--- config.mk ---
export PLATFORM = sky130hd
export DESIGN_NAME = owm_regs
export DESIGN_NICKNAME = d
export VERILOG_FILES = /design/src/hdl/omni_wheel_velocity_mixer_macros.svh /design/src/hdl/owm_pkg.sv /design/src/hdl/owm_regs.sv
export SDC_FILE = /design/constraint.sdc
export NUM_CORES = 1
export LEC_CHECK = 0
export ABC_AREA = 0
export BUFFER_PORTS_ARGS = -buffer_cell sky130_fd_sc_hd__buf_4
export CAP_MARGIN = 10
export CELL_PAD_IN_SITES_DETAIL_PLACEMENT = 1
export CELL_PAD_IN_SITES_GLOBAL_PLACEMENT = 1
export CORE_ASPECT_RATIO = 0.75
export CORE_MARGIN = 5
export CORE_UTILIZATION = 40
export CTS_CLUSTER_SIZE = 25
export DETAILED_ROUTE_END_ITERATION = 8
export PLACE_DENSITY = 0.82
export SYNTH_ARGS = -nofsm -noshare
export SYNTH_HDL_FRONTEND = slang
export SYNTH_SLANG_ARGS = --single-unit
export TNS_END_PERCENT = 10
--- constraint.sdc ---
create_clock -name clock -period 3.71 [get_ports clock]
set_input_delay 0.5565 -clock clock [delete_from_list [all_inputs] [get_ports clock]]
set_output_delay 0.5565 -clock clock [all_outputs]
set_load 0.005 [all_outputs]
--- src/hdl/omni_wheel_velocity_mixer_macros.svh ---
// Assertion macros for the omni wheel velocity mixer.
// No dependencies.
`ifndef OMNI_WHEEL_VELOCITY_MIXER_MACROS_SVH
`define OMNI_WHEEL_VELOCITY_MIXER_MACROS_SVH
// implication checked at every rising clock edge outside reset
`define OWM_ASSERT_IMP(label, clk, rst, pre, post) \
   label: assert property (@(posedge clk) disable iff (rst) (pre) |-> (post)) \
      else $error("assertion failed");
// next-cycle implication
`define OWM_ASSERT_NXT(label, clk, rst, pre, post) \
   label: assert property (@(posedge clk) disable iff (rst) (pre) |=> (post)) \
      else $error("assertion failed");
`endif

--- src/hdl/owm_pkg.sv ---
// Package for the omni wheel velocity mixer: widths, CORDIC table, register codes.
// No dependencies.
`default_nettype none
package owm_pkg;
   localparam int CORDIC_STAGES_DEF = 16;
   localparam int ATAN_ENTRIES = 24;
   localparam int ADDR_W = 6;
   localparam logic [34:0] CORDIC_GAIN = 35'sd652032874;

   typedef enum logic [2:0] {
      REG_ROW0 = 3'd0,
      REG_ROW1 = 3'd1,
      REG_ROW2 = 3'd2,
      REG_ROW3 = 3'd3,
      REG_LIMIT = 3'd4
   } reg_index_type;

   typedef struct packed {
      logic [47:0] row0;
      logic [47:0] row1;
      logic [47:0] row2;
      logic [47:0] row3;
      logic [14:0] limit;
   } cfg_type;

   function automatic logic signed [34:0] atan_entry(input int i);
      logic signed [34:0] r;
      case (i)
         0: r = 35'sd536870912;
         1: r = 35'sd316933406;
         2: r = 35'sd167458907;
         3: r = 35'sd85004756;
         4: r = 35'sd42667331;
         5: r = 35'sd21354465;
         6: r = 35'sd10679838;
         7: r = 35'sd5340245;
         8: r = 35'sd2670163;
         9: r = 35'sd1335087;
         10: r = 35'sd667544;
         11: r = 35'sd333772;
         12: r = 35'sd166886;
         13: r = 35'sd83443;
         14: r = 35'sd41722;
         15: r = 35'sd20861;
         16: r = 35'sd10430;
         17: r = 35'sd5215;
         18: r = 35'sd2608;
         19: r = 35'sd1304;
         20: r = 35'sd652;
         21: r = 35'sd326;
         22: r = 35'sd163;
         23: r = 35'sd81;
         default: r = 35'sd0;
      endcase
      return r;
   endfunction
endpackage
`default_nettype wire

--- src/hdl/owm_regs.sv ---
// APB register file for the mixer: Jacobian rows and speed limit.
// Depends on owm_pkg.
`default_nettype none
module owm_regs (
   input  wire logic clock,
   input  wire logic reset,
   input  wire logic csr_psel,
   input  wire logic csr_penable,
   input  wire logic csr_pwrite,
   input  wire logic [owm_pkg::ADDR_W-1:0] csr_paddr,
   input  wire logic [63:0] csr_pwdata,
   output logic [63:0] csr_prdata,
   output owm_pkg::cfg_type cfg
);
   import owm_pkg::*;
   cfg_type cfg_ff;
   logic we;
   logic [2:0] idx;
   assign we = csr_psel & csr_penable & csr_pwrite;
   assign idx = csr_paddr[ADDR_W-1:3];
   always_ff @(posedge clock) begin
      if (reset) begin
         cfg_ff <= '{48'd0, 48'd0, 48'd0, 48'd0, 15'h7fff};
      end else if (we) begin
         case (idx)
            REG_ROW0: cfg_ff.row0 <= csr_pwdata[47:0];
            REG_ROW1: cfg_ff.row1 <= csr_pwdata[47:0];
            REG_ROW2: cfg_ff.row2 <= csr_pwdata[47:0];
            REG_ROW3: cfg_ff.row3 <= csr_pwdata[47:0];
            REG_LIMIT: cfg_ff.limit <= csr_pwdata[14:0];
            default: ;
         endcase
      end
   end
   always_comb begin
      case (idx)
         REG_ROW0: csr_prdata = {16'd0, cfg_ff.row0};
         REG_ROW1: csr_prdata = {16'd0, cfg_ff.row1};
         REG_ROW2: csr_prdata = {16'd0, cfg_ff.row2};
         REG_ROW3: csr_prdata = {16'd0, cfg_ff.row3};
         REG_LIMIT: csr_prdata = {49'd0, cfg_ff.limit};
         default: csr_prdata = 64'd0;
      endcase
   end
   assign cfg = cfg_ff;
endmodule
`default_nettype wire

==> flow_metrics.env, run 1 <==
export IMPL_ios=346
export IMPL_clock_latency_ns=0.49
export IMPL_synth_area_leaders="dfxtp_1 (42%), mux2i_1 (21%), nand2b_1 (15%), mux4_2 (7.5%), a22oi_1 (2.3%)"
export IMPL_clkTransAtPathRegs_ns=0.06
export IMPL_cp_required_ns=3.15
export IMPL_finalNonFillerCells=1532
export IMPL_final_setup_viol_count=0
export IMPL_routed_via_count=7851
export IMPL_ys_seq_area_frac=0.418
export IMPL_critPathCaptureType="output pin"
export IMPL_finalClockSkew_ns=0
export IMPL_finalMaxSlewViolations=0
export IMPL_first_iter_violations=282
export IMPL_grt_max_degree=136
export IMPL_cap_violations=0
export IMPL_area_growth_pct=31.2
export IMPL_nNetsFinal=1266
export IMPL_crit_path_max_fanout=27
export IMPL_p_comb_frac=0.076
export IMPL_track_usage=0.221
export IMPL_synthTopCellsByCount="nand2b_1 (240), dfxtp_1 (207), mux2i_1 (207), clkbuf_1 (35), nor2b_1 (34)"
export IMPL_cp_arrival_ns=2.29
export IMPL_drtAntennaViolNets=0
export IMPL_syn_avg_cell_area_um2=10.9
export IMPL_cts_root_buf="clkbuf_16"
export IMPL_max_slew_margin=0.410
export IMPL_timing_final_crit_share=0.766
export IMPL_vias_per_cell=5.12
export IMPL_synth_edf_count=0
export IMPL_place_congestion=0.785
export IMPL_die_area_um2=28100
export IMPL_cts_buffers=23
export IMPL_cp_start_kind="primary input"
export IMPL_cts_sink_count=207
export IMPL_ir_drop_mv=0.268
export IMPL_ys_warn_count=0
export IMPL_post_cts_resized=0
export IMPL_async_flop_share=0
export IMPL_h_tree_depth=1
export IMPL_initial_core_util=0.410
export IMPL_power_leakage_uw=0.00618
export IMPL_coreArea_um2=24200
export IMPL_grt_setup_unrepaired="no"
export IMPL_grt_pass1_vias=8555
export IMPL_first_pass_iters=4
export IMPL_synthesis_area_um2=9920
export IMPL_max_freq_mhz=352
export IMPL_antennaDiodeCount=0
export IMPL_wl_per_cell_um=21.1
export IMPL_yosysTopAreaCell="dfxtp_1"
export IMPL_dpl_hpwl_mm=22.9
export IMPL_worstMarginPinSlew_ns=0.882
export IMPL_die_x_um=192
export IMPL_postCtsHoldBufs=0
export IMPL_crit_type="in2out"
export IMPL_synthCells=914
export IMPL_place_area_um2=12300
export IMPL_overflow=0
export IMPL_hold_viol_final=0
export IMPL_yosysUniqueCellTypes=24
export IMPL_synth_top_area_share=0.418
export IMPL_synthFlopType="dfxtp_1"
export IMPL_cts_tree="yes"
export IMPL_powerDensity_nw_per_um2=361
export IMPL_synth_seq_cells=207
export IMPL_post_cts_buffers=0
export IMPL_hp_class="in2reg"
export IMPL_seqPwrFrac=0.480
export IMPL_antenna_found_initial=0
export IMPL_stdcell_area_um2=13000
export IMPL_drive_gt1_frac=0.342
export IMPL_portBuffers=310
export IMPL_largest_register_ffs=207
export IMPL_p_int_uw=3630
export IMPL_swShare=0.226
export IMPL_fp_dieH_um=146
export IMPL_grt_pass1_wl_mm=49.9
export IMPL_fp_row_count=49
export IMPL_clock_power_share=0.444
export IMPL_period_minus_slack_ns=2.84
export IMPL_clock_tree_buffer_depth=3
export IMPL_switching_power_uw=1060
export IMPL_status="completed"
export IMPL_drc=0
export IMPL_place_inst=1497
export IMPL_synth_most_common_cell="nand2b_1"
export IMPL_fin_setup_tns_ns=0
export IMPL_wirelength_mm=32.3
[worst paths after layout]
kind / startpoint / cells past startpoint / slack (ns) / to
worst max-delay path: csr_paddr[5] / 6 / 0.87 / csr_prdata[3]
worst min-delay path: csr_pwdata[8] / 3 / 0.33 / cfg[8]
worst max register to register: cfg[19] / 2 / 2.97 / cfg[19]
worst min register to register: cfg[146] / 2 / 0.49 / cfg[146]
[logic make-up (layout without fill, tap and decap cells)]
logic type | Yosys count | after routing | share of synthesized area
AND/OR/NAND/NOR | 315 | 315 | 0.193
buffers and inverters | 91 | 363 | 0.0557
other | 1 | 16 | 0.000378
multiplexers | 255 | 255 | 0.301
AO/OA/AOI/OAI | 45 | 45 | 0.0322
flip-flops | 207 | 207 | 0.418
[metal layers]
| metal | vias to the layer above | GRT usage | part of all wire |
|---|---|---|---|
| met5 | - | 0 | 0 |
| met4 | 0 | 0.0409 | 0.015 |
| met3 | 38 | 0.0604 | 0.078 |
| met2 | 248 | 0.374 | 0.48 |
| met1 | 3909 | 0.285 | 0.43 |
| li1 | 3656 | - | - |
[power groups by stage]
stage          Clock (µW)  Combinational [µW]  Sequential, µW
5_1_grt              2220                 388            2260
2_1_floorplan           0                 225            2300
3_3_place_gp            0                 354            2300
4_1_cts              2140                 361            2250
3_5_place_dp            0                 360            2300
6_report             2080                 357            2260
[placed cells by master (no fill, tap or decap), drive strengths merged, types with 16 or more instances in the layout]
cell / count
mux2i: 207
dfxtp: 207
mux4: 33
buf: 328
nor2b: 34
a22oi: 30
conb: 16
clkbuf: 32
nand2b: 240
nor2: 31
[cell type report]
type	count	area, µm²
Multi-Input combinational cell	631	5290
Tap cell	331	414
Clock inverter	3	15.0
Clock buffer	32	659
Sequential cell	207	4140
Timing Repair Buffer	328	2490
Fill cell	2671	11200
[metrics by stage]
step	util	total power (µW)	hold WS (ns)	worst slack, ns
2_1_floorplan	-	2530	0.475	1.55
3_3_place_gp	0.509	2660	0.473	0.871
3_5_place_dp	0.509	2660	0.484	0.858
4_1_cts	0.537	4760	0.313	0.857
5_1_grt	0.537	4860	0.332	0.740
6_report	0.537	4690	0.332	0.868
[worst max-delay path: stages]
cell and delay (ns):
buf_4 0.32, nor2b_1 0.59, buf_4 0.31, a22oi_1 0.12
o22ai_1 0.22, buf_4 0.16
No activity file was read; power rests on OpenSTA's default activity.
==> run 2, diff against run 1 <==
--- a/config.mk
+++ b/config.mk
@@ -5,17 +5,17 @@
 export SDC_FILE = /design/constraint.sdc
 export NUM_CORES = 1
 export LEC_CHECK = 0
-export ABC_AREA = 0
+export ABC_AREA = 1
 export BUFFER_PORTS_ARGS = -buffer_cell sky130_fd_sc_hd__buf_4
 export CAP_MARGIN = 10
 export CELL_PAD_IN_SITES_DETAIL_PLACEMENT = 1
 export CELL_PAD_IN_SITES_GLOBAL_PLACEMENT = 1
 export CORE_ASPECT_RATIO = 0.75
 export CORE_MARGIN = 5
-export CORE_UTILIZATION = 40
+export CORE_UTILIZATION = 34
 export CTS_CLUSTER_SIZE = 25
 export DETAILED_ROUTE_END_ITERATION = 8
-export PLACE_DENSITY = 0.82
+export PLACE_DENSITY = 0.79
 export SYNTH_ARGS = -nofsm -noshare
 export SYNTH_HDL_FRONTEND = slang
 export SYNTH_SLANG_ARGS = --single-unit
==> constraint.sdc (replaced) <==
create_clock -name clock -period 2.9 [get_ports clock]
set_input_delay 0.435 -clock clock [delete_from_list [all_inputs] [get_ports clock]]
set_output_delay 0.435 -clock clock [all_outputs]
set_load 0.005 [all_outputs]
==> run 2 against run 1 <==
Net effect:
- via count grew 42%
- clock power grew 52%
- register-to-register slack lost 0.75 ns
- critical path depth grew 2
- power grew 42%
- sequential share of layout area shrank 1.1 points
- cell area grew 3.5%
- highest routed layer is now met5
==> flow_metrics.env, run 2 <==
export IMPL_power_leakage_uw=0.00657
export IMPL_h_tree_depth=1
export IMPL_grt_pass1_wl_mm=62.6
export IMPL_first_iter_violations=575
export IMPL_fillerInstances=3884
export IMPL_hold_viol_final=0
export IMPL_antenna_found_initial=2
export IMPL_wl_per_cell_um=17.5
export IMPL_overflow=0
export IMPL_min_path_cells=3
export IMPL_hold_end="cfg[10]"
export IMPL_drtAntennaViolNets=0
export IMPL_ios=346
export IMPL_cts_buffers=23
export IMPL_ir_drop_mv=0.369
export IMPL_fp_row_count=54
export IMPL_clkTransAtPathRegs_ns=0.07
export IMPL_layout_commonest_cell="nand2_1"
export IMPL_crit_type="in2out"
export IMPL_synth_edf_count=0
export IMPL_cap_violations=0
export IMPL_worstHoldStart="csr_pwdata[10]"
export IMPL_ys_seq_area_frac=0.415
export IMPL_synthesis_area_um2=9990
export IMPL_finalMaxSlewViolations=0
export IMPL_grt_pass1_vias=11277
export IMPL_powerDensity_nw_per_um2=495
export IMPL_period_minus_slack_ns=2.44
export IMPL_yosysTopAreaCell="dfxtp_1"
export IMPL_clock_latency_ns=0.51
export IMPL_post_cts_resized=0
export IMPL_largest_register_ffs=207
export IMPL_hp_class="in2reg"
export IMPL_coreArea_um2=29100
export IMPL_pre_cts_ws_ns=0.508
export IMPL_portBuffers=310
export IMPL_postCtsHoldBufs=0
export IMPL_setup_slack_ns=0.457
export IMPL_cts_sink_count=207
export IMPL_yosysUniqueCellTypes=17
export IMPL_antennaDiodeCount=0
export IMPL_critPathCaptureType="output pin"
export IMPL_finalClockSkew_ns=0
export IMPL_worstMarginPinSlew_ns=0.529
export IMPL_stdcell_area_um2=13500
export IMPL_cp_required_ns=2.47
export IMPL_die_x_um=208
export IMPL_r2r_slack_ns=2.22
export IMPL_initial_core_util=0.344
export IMPL_post_cts_buffers=0
export IMPL_final_setup_viol_count=0
export IMPL_dpl_hpwl_mm=27.3
export IMPL_most_common_layout_cells="nand2_1 (473), nor2_1 (438), buf_4 (327), dfxtp_1 (207), nand3_1 (186)"
export IMPL_max_slew_margin=0.647
export IMPL_fp_dieH_um=158
export IMPL_routed_via_count=11124
export IMPL_max_freq_mhz=409
export IMPL_cts_tree="yes"
export IMPL_place_congestion=0.797
export IMPL_reg2regPathDepth=2
export IMPL_ys_warn_count=0
export IMPL_total_power_uw=6670
export IMPL_syn_avg_cell_area_um2=6.15
export IMPL_clock_tree_buffer_depth=3
export IMPL_nNetsFinal=1958
export IMPL_grt_setup_unrepaired="no"
export IMPL_area_growth_pct=34.8
export IMPL_grt_max_degree=85
export IMPL_synth_top_area_share=0.415
export IMPL_crit_path_max_fanout=43
export IMPL_timing_final_crit_share=0.843
export IMPL_async_flop_share=0
export IMPL_cp_arrival_ns=2.01
export IMPL_status="completed"
export IMPL_drive_gt1_frac=0.205
export IMPL_synthCells=1625
export IMPL_track_usage=0.232
export IMPL_die_area_um2=33000
export IMPL_first_pass_iters=4
export IMPL_synthFlopType="dfxtp_1"
export IMPL_cp_start_kind="primary input"
export IMPL_fin_setup_tns_ns=0
export IMPL_synth_area_leaders="dfxtp_1 (41%), nand2_1 (18%), nor2_1 (17%), nand3_1 (9.3%), inv_1 (4.8%)"
export IMPL_place_area_um2=12700
export IMPL_synth_seq_cells=207
export IMPL_wirelength_mm=40.0
export IMPL_r2r_end="cfg[61]"
export IMPL_drc=0
export IMPL_cts_root_buf="clkbuf_16"
export IMPL_vias_per_cell=4.86
export IMPL_synth_most_common_cell="nand2_1"
export IMPL_timing_rr_start="cfg[61]"
export IMPL_synthTopCellsByCount="nand2_1 (473), nor2_1 (442), dfxtp_1 (207), nand3_1 (186), inv_1 (127)"
## run 2: changes by cell type in the layout (fill, tap and decap cells not counted), moves of 34 or more
cell / delta
inv_1: +127
nand2_1: +472
mux2i_1: -207
nand2b_1: -240
nand3_1: +186
nor2_1: +408
nor2b_1: -34
## run 2: cell type report
class | count | area, µm² | share of cell area
Timing Repair Buffer | 339 | 2700 | 0.200
Clock inverter | 8 | 140 | 0.0104
Clock buffer | 33 | 663 | 0.0492
Inverter | 131 | 499 | 0.0371
Tap cell | 392 | 490 | 0.0364
Sequential cell | 207 | 4140 | 0.308
Multi-Input combinational cell | 1181 | 4840 | 0.359
## run 2: cell families after synthesis
kind of cell / after synthesis / synth area share
AO/OA/AOI/OAI: 33 / 0.0165
buffers and inverters: 252 / 0.111
other: 1 / 0.000375
flip-flops: 207 / 0.415
AND/OR/NAND/NOR: 1132 / 0.458
## run 2: where the power goes
| part | switching (µW) | total, µW | internal (µW) | leakage, µW |
|---|---|---|---|---|
| Sequential | 33.8 | 2910 | 2880 | 0.00167 |
| Clock | 1220 | 3160 | 1940 | 0.000397 |
| Combinational | 380 | 599 | 219 | 0.00450 |
| Total | 1640 | 6670 | 5040 | 0.00657 |
## run 2: how the worst max path moves through the flow
stage                             from  slack [ns]  depth (start not counted)              to
after global placement    csr_paddr[3]        0.53                         10  csr_prdata[37]
after detailed placement  csr_paddr[5]        0.51                          8  csr_prdata[13]
after global routing      csr_paddr[5]        0.36                          8  csr_prdata[13]
after CTS                 csr_paddr[5]        0.51                          8  csr_prdata[13]
after floorplan           csr_paddr[3]        1.01                          9  csr_prdata[19]
final                     csr_paddr[5]        0.46                          8  csr_prdata[13]
## run 2: critical path, stage by stage
cell and delay, ns:
buf_4 0.20, inv_2 0.12, buf_4 0.44, nand3_2 0.35, nor2_1 0.20, nor2_1 0.06
nand2_1 0.05, buf_4 0.11
## run 2: routing by layer
| layer | global-route usage | wire [µm] |
|---|---|---|
| met3 | 0.0595 | 2650 |
| met1 | 0.293 | 17400 |
| met4 | 0.0600 | 1070 |
| met5 | 0 | 34 |
| met2 | 0.400 | 18800 |
## run 2: stage by stage
stage          hold WS, ns  utilization  cells
2_1_floorplan        0.475            -   1640
3_3_place_gp         0.468        0.436   2250
3_5_place_dp         0.476        0.436   2250
4_1_cts              0.125        0.464   2291
5_1_grt              0.149        0.464   2291
6_report             0.143        0.464   2291
